$ cat src/rtl/thh_pkg.sv
`timescale 1ns / 1ps
// ============================================================================
// Token hash histogram package
// Item types, command and status bundles, state codes and the hash round.
// ============================================================================
package thh_pkg;

    localparam int BIN_BITS_DEFAULT = 12;
    localparam int TOKEN_W          = 32;
    localparam int COUNT_W          = 32;
    localparam int IDX_OUT_W        = 12;
    localparam int HASH_ROUNDS      = 4;
    localparam int ROUND_W          = 2;

    localparam logic CMD_COUNT = 1'b0;
    localparam logic CMD_READ  = 1'b1;

    typedef struct packed {
        logic                      command;
        logic signed [TOKEN_W-1:0] token;
        logic [IDX_OUT_W-1:0]      read_bin;
    } in_item_t;

    typedef struct packed {
        logic [IDX_OUT_W-1:0] bin_index;
        logic [COUNT_W-1:0]   bin_count;
        logic                 counted;
    } out_item_t;

    typedef enum logic [5:0] {
        ST_CLEAR  = 6'b000001,
        ST_IDLE   = 6'b000010,
        ST_HASH   = 6'b000100,
        ST_READ   = 6'b001000,
        ST_UPDATE = 6'b010000,
        ST_OUT    = 6'b100000
    } state_t;

    typedef struct packed {
        logic clear_step;
        logic accept;
        logic hash_step;
        logic mem_read;
        logic mem_update;
        logic load_out;
    } ctrl_cmd_t;

    typedef struct packed {
        logic clear_last;
        logic new_read;
        logic new_pos;
        logic hash_last;
        logic out_free;
    } dp_status_t;

    function automatic logic [TOKEN_W-1:0] mix_round(input logic [TOKEN_W-1:0] h,
                                                     input logic [ROUND_W-1:0] r);
        logic [TOKEN_W-1:0] a;
        logic [TOKEN_W-1:0] x;
        a = h;
        x = h;
        case (r)
            2'd0:
            begin
                a = h + (h << 12);
                x = a ^ TOKEN_W'($signed(a) >>> 22);
            end
            2'd1:
            begin
                a = h + (h << 4);
                x = a ^ TOKEN_W'($signed(a) >>> 9);
            end
            2'd2:
            begin
                a = h + (h << 10);
                x = a ^ TOKEN_W'($signed(a) >>> 2);
            end
            default:
            begin
                a = h + (h << 7);
                x = a ^ TOKEN_W'($signed(a) >>> 12);
            end
        endcase
        return x;
    endfunction

endpackage

$ cat src/rtl/thh_ctrl.sv
`timescale 1ns / 1ps
// ============================================================================
// Token hash histogram controller
// Sequences clearing, hashing, bin read, bin update and result hand-off.
// ============================================================================
module thh_ctrl (
    input  logic               clk,
    input  logic               rst_n,
    input  logic               in_valid,
    output logic               in_stall,
    input  thh_pkg::dp_status_t sts,
    output thh_pkg::ctrl_cmd_t  cmd
);

    thh_pkg::state_t state_reg;
    thh_pkg::state_t state_next;
    logic            idle;

    assign idle     = (state_reg == thh_pkg::ST_IDLE);
    assign in_stall = !idle;

    always_comb
    begin
        state_next     = state_reg;
        cmd            = '0;
        unique case (state_reg)
            thh_pkg::ST_CLEAR:
            begin
                cmd.clear_step = 1'b1;
                if (sts.clear_last)
                begin
                    state_next = thh_pkg::ST_IDLE;
                end
            end
            thh_pkg::ST_IDLE:
            begin
                if (in_valid)
                begin
                    cmd.accept = 1'b1;
                    if (sts.new_read)
                    begin
                        state_next = thh_pkg::ST_READ;
                    end
                    else if (sts.new_pos)
                    begin
                        state_next = thh_pkg::ST_HASH;
                    end
                    else
                    begin
                        state_next = thh_pkg::ST_OUT;
                    end
                end
            end
            thh_pkg::ST_HASH:
            begin
                cmd.hash_step = 1'b1;
                if (sts.hash_last)
                begin
                    state_next = thh_pkg::ST_READ;
                end
            end
            thh_pkg::ST_READ:
            begin
                cmd.mem_read = 1'b1;
                state_next   = thh_pkg::ST_UPDATE;
            end
            thh_pkg::ST_UPDATE:
            begin
                cmd.mem_update = 1'b1;
                state_next     = thh_pkg::ST_OUT;
            end
            thh_pkg::ST_OUT:
            begin
                if (sts.out_free)
                begin
                    cmd.load_out = 1'b1;
                    state_next   = thh_pkg::ST_IDLE;
                end
            end
            default:
            begin
                state_next = thh_pkg::ST_IDLE;
            end
        endcase
    end

    always_ff @(posedge clk or negedge rst_n)
    begin
        if (!rst_n)
        begin
            state_reg <= thh_pkg::ST_CLEAR;
        end
        else
        begin
            state_reg <= state_next;
        end
    end

endmodule

$ cat config.mk
export PLATFORM = sky130hd
export DESIGN_NAME = thh_ctrl
export DESIGN_NICKNAME = d
export VERILOG_FILES = /design/src/rtl/thh_pkg.sv /design/src/rtl/thh_ctrl.sv
export SDC_FILE = /design/constraint.sdc
export NUM_CORES = 1
export LEC_CHECK = 0
export BUFFER_PORTS_ARGS = -buffer_cell sky130_fd_sc_hd__buf_2
export CAP_MARGIN = 5
export CORE_AREA = 2 2 39 41
export CTS_CLUSTER_DIAMETER = 30
export CTS_CLUSTER_SIZE = 8
export DETAILED_ROUTE_END_ITERATION = 10
export DIE_AREA = 0 0 41 43
export HOLD_SLACK_MARGIN = 0.06
export PLACE_DENSITY = 0.6
export REMOVE_ABC_BUFFERS = 1
export SYNTH_ARGS = -nofsm -noshare
export SYNTH_HDL_FRONTEND = slang
export SYNTH_SLANG_ARGS = --single-unit
$ cat constraint.sdc
create_clock -name clk -period 2.5 [get_ports clk]
set_input_delay 0.5 -clock clk [delete_from_list [all_inputs] [get_ports clk]]
set_output_delay 0.5 -clock clk [all_outputs]
set_load 0.02 [all_outputs]
* After elaboration in Yosys (flattened, before gate mapping)
Cells that the tools add are included.
** Storage, ports and cells
- Word-level logic and storage cells :: 28
- Output and inout bits :: 7
- Bits of input ports :: 8
- Register bits after elaboration :: 6
- RAM bits :: 0
- Memories kept :: 0
- Memory bits (read-only) :: 0
- Bits in latches :: 0
** Cells by class
- Reduce and logical (&&, ||, !) cells :: 2
- Multiplexer cells :: 15
- Equal/unequal tests :: 10
- $mul :: 0
- Bitwise gates (word level) :: 0
- Add/subtract/negate cells :: 0
- Magnitude comparators :: 0
- Div/mod/pow operators :: 0
- Shift operators :: 0
** Operators by type and width (number)
- 2-to-1 mux 6 bit :: 6
- case mux 6 bit (6 select lines) :: 1
- 2-to-1 mux 1 bit :: 8
- inequality test 2 bit, second input constant :: 4
- equality test 6 x 1 -> 1 bit, second input constant :: 1
- equality test 6 x 2 -> 1 bit, second input constant :: 1
- equality test 6 x 3 -> 1 bit, second input constant :: 1
- equality test 6 x 4 -> 1 bit, second input constant :: 1
- equality test 6 x 5 -> 1 bit, second input constant :: 1
- equality test 6 bit, second input constant :: 1
- AND reduction 4 bit :: 1
- zero test 1 bit :: 1

* Logic depth before layout (Yosys ltp)
- Depth in word-level cells :: 4
- Mapped depth :: 6
- Mapped depth without buffers :: 5

* Worst setup path before layout
OpenSTA, ideal clock, no wires.
- Path kind :: register to output
- Start :: register state_reg[2]
- End :: output port cmd[5] (netlist bit)
- Path buffers :: 1
- Required time :: 2000 ps
- Arrival time :: 1214 ps
- Cell stages (with the launch flop) :: 4
- Path slack :: 786 ps
- Cells stage by stage :: dfrtp_1 > buf_6 > or3_4 > nor4b_4
** RTL lines
- from (decl) :: RTL line thh_ctrl.sv:15 : thh_pkg::state_t state_reg;
- from (signal assigned) :: RTL line thh_ctrl.sv:91 : state_reg <= thh_pkg::ST_CLEAR;
- from (signal assigned) :: RTL line thh_ctrl.sv:95 : state_reg <= state_next;
- to (decl) :: RTL line thh_ctrl.sv:12 : output thh_pkg::ctrl_cmd_t cmd

==> load_flow_metrics.sql <==
INSERT INTO impl_metrics (metric_group, metric, value, unit) VALUES
('clock_tree', 'clock_sink_count', '6', ''),
('pwr', 'power.net_switching', '239', 'uW'),
('routing', 'drt-initial-drc-count', '15', ''),
('worst_setup_path', 'cp_data_arrival_time', '1560', 'ps'),
('pwr', 'switching_share', '44.4', '%'),
('timing', 'period_needed', '2060', 'ps'),
('global_route', 'antenna_violations_before_repair', '0', ''),
('clock_tree', 'worst_skew_pair.late_latency', '250', 'ps'),
('timing', 'timing.setup.tns', '0', 'ps'),
('clock_tree', 'tritoncts', 'yes', ''),
('yosys', 'syn_inst', '45', ''),
('timing', 'setup_viol', '0', ''),
('clock_tree', 'tritoncts.num_buffers', '3', ''),
('routing', 'drt-vias-per-instance', '5.03', ''),
('pwr', 'max-vdd-ir-drop', '0.520', 'mV'),
('routing', 'detail_route.first_pass.iterations', '5', ''),
('yosys', 'synth-warning-count', '0', ''),
('yosys', 'postSynthRegisterBits', '6', ''),
('global_route', 'grt_start_max_net_pins', '9', ''),
('timing', 'timing_worst_slew_pin_value', '264', 'ps'),
('yosys', 'post-synth-top-area-cell', 'dfrtp_1', ''),
('timing', 'timing.fmax', '485', 'MHz'),
('routing', 'post-route-drc-count', '0', ''),
('die', 'die_w', '41', 'um'),
('worst_setup_path', 'critPathMaxFanout', '7', ''),
('routing', 'antenna_left', '0', ''),
('routing', 'vias', '397', ''),
('worst_setup_path', 'critical_path_required', '2000', 'ps'),
('die', 'core-area', '1380', 'um2'),
('yosys', 'post_synth_instance_area', '412', 'um2'),
('layout', 'final_layout_size_suffix_gt1_share', '34.9', '%'),
('layout', 'fin_nets', '72', ''),
('clock_tree', 'clk_transition_reported_paths', '50', 'ps'),
('layout', 'p_r_area_growth_vs_syn', '28.0', '%'),
('yosys', 'synth-edff-count', '0', ''),
('die', 'die_area', '1760', 'um2'),
('routing', 'routed_wirelength', '914', 'um'),
('run', 'cap_viol_max_count', '0', ''),
('pwr', 'power.combinational.fraction', '49.2', '%'),
('die', 'ioPinCount', '15', ''),
('die', 'std_cell_rows', '14', ''),
('worst_setup_path', 'endpoint_kind', 'output pin', ''),
('global_route', 'track_usage', '12.7', '%'),
('pwr', 'seqPwrFrac', '32.5', '%'),
('worst_setup_path', 'worst_setup_sp_type', 'flip-flop', ''),
('worst_setup_path', 'setup_crit_path_kind', 'reg2out', ''),
('yosys', 'ys_async_sr_fraction', '100', '%'),
('global_route', 'grt_overflow_total', '0', ''),
('clock_tree', 'clk_root_buffer_cell', 'clkbuf_4', ''),
('timing', 'max_slew_margin', '82.3', '%'),
('pwr', 'power.internal', '299', 'uW'),
('placed_design', 'number_of_port_buffers', '14', ''),
('die', 'initial_cell_density_of_the_core', '29.7', '%'),
('yosys', 'synth.distinct_cells', '23', ''),
('timing', 'finalMaxSlewViolations', '0', ''),
('placed_design', 'post-dp-hpwl', '731', 'um'),
('global_route', 'first_global_vias', '349', ''),
('layout', 'largest_register_ffs', '6', ''),
('pwr', 'leakage', '0.000262', 'uW'),
('global_route', 'wire_length_of_the_first_global_routing_pass', '1410', 'um'),
('yosys', 'area_contributors_post_synth', 'dfrtp_1 (30%), and4b_1 (7.3%), dfstp_2 (6.4%)', ''),
('clock_tree', 'ctsLongestPathBuffers', '2', ''),
('timing', 'timing.final.hold_violations', '0', ''),
('timing', 'timing.clock.skew', '6.61', 'ps'),
('layout', 'final_std_cells_w_o_fill', '79', ''),
('worst_hold_path', 'worst_hold_path_type', 'in2reg', ''),
('yosys', 'dominantRegCellSynth', 'dfrtp_1', ''),
('pwr', 'finalPower', '538', 'uW'),
('outcome', 'run_status', 'completed', ''),
('yosys', 'yosysSeqAreaShare', '36.8', '%'),
('pwr', 'clock_power_share', '18.3', '%'),
('clock_tree', 'htree_levels', '1', ''),
('routing', 'wl_per_cell', '11.6', 'um'),
('timing', 'fin_crit_sh', '82.4', '%'),
('timing', 'grt_setup_unrepaired', 'no', ''),
('yosys', 'synth.top_cell.area_share', '30.4', '%'),
('placed_design', 'globalplace.congestion', '0.695', ''),
('timing', 'hold_slack', '477', 'ps'),
('die', 'die_h', '43', 'um'),
('pwr', 'pwr_density_cell', '1020', 'nW/um2'),
('placed_design', 'placed_cells_incl_taps', '74', ''),
('layout', 'antenna_cells_inserted', '0', ''),
('layout', 'final_core_utilization', '38.1', '%'),
('yosys', 'post_synth.cell_area_avg', '9.15', 'um2');
==> routing by layer <==
metal  up-vias  part of all wire [%]  GRT usage, %  wire (um)
li1        203                     -             -          -
met1       176                    48          15.7        438
met2        16                    43          16.6        390
met3         2                   7.9          5.24         72
met4         0                   1.4          10.0         13
met5         -                     0             0          0
==> path summary, 6_finish.rpt <==
kind                       slack (ps)  depth (start not counted)                startpoint                  endpoint
min reg2reg                       660                          2  state_reg[0]$_DFFE_PN1P_  state_reg[0]$_DFFE_PN1P_
min in group asynchronous         610                          2                     rst_n  state_reg[4]$_DFFE_PN0P_
min                               480                          2                    sts[1]  state_reg[2]$_DFFE_PN0P_
max in group asynchronous        1660                          2                     rst_n  state_reg[0]$_DFFE_PN1P_
max                               440                          3  state_reg[4]$_DFFE_PN0P_                    cmd[5]
max reg2reg                      1080                          5  state_reg[4]$_DFFE_PN0P_  state_reg[5]$_DFFE_PN0P_
==> cell families (layout without fill, tap and decap cells) <==
kind of cell	Yosys count	count (layout)	synth area share [%]
AND/OR/NAND/NOR	24	24	40.7
AO/OA/AOI/OAI	10	10	14.9
flip-flops	6	6	36.8
buffers and inverters	4	22	5.47
XOR/XNOR	1	1	2.13
==> cells in the mapped netlist, drive strengths merged (2+ instances only) <==
cell,instances
and4b,3
o22ai,3
inv,3
o21ai,3
dfrtp,5
a21oi,3
nor2,7
nand4b,2
nor3,3
==> per-stage QoR <==
stage               worst slack (ps)  cell area [um2]
floorplan                        823              400
global placement                 745              490
detailed placement               705              490
CTS                              430              517
global route                     356              527
finish                           439              527
==> cell type report <==
cell class              count  area [um2]
fillers                   146         857
multi-input cells          35         238
flip-flops and latches      6         151
repair buffers             15        80.1
clock buffers               4        26.3
well taps                  16        20.0
inverters                   3        11.3
==> power groups by stage <==
stage	logic [uW]	registers (uW)	clock network [uW]
3_5_place_dp	265	175	0
3_3_place_gp	265	174	0
6_report	264	175	98.6
2_1_floorplan	205	164	0
4_1_cts	268	173	102
5_1_grt	298	179	111
==> repair_timing <==
action / in CTS / in global routing
hold buffers: 0 / 1
setup buffers: 0 / 0
resized for setup: 0 / 0
endpoints found under the hold margin: 0 / 3
setup endpoints to repair: 0 / 0
==> critical path, stage by stage, from the launching register on <==
cell,delay (ps)
dfrtp_1,450
or3_4,430
nor4b_4,230
buf_2,200
==> cell usage in the layout, fill, tap and decap left out, types with 2 or more instances in the layout <==
cell type   n
and4b_1     3
clkbuf_4    3
buf_2      14
o22ai_1     2
dfrtp_1     5
o21ai_0     3
a21oi_1     3
nor3_1      3
nor2_1      7
inv_1       3
nand4b_1    2
No activity file was read; power rests on OpenSTA's default activity.
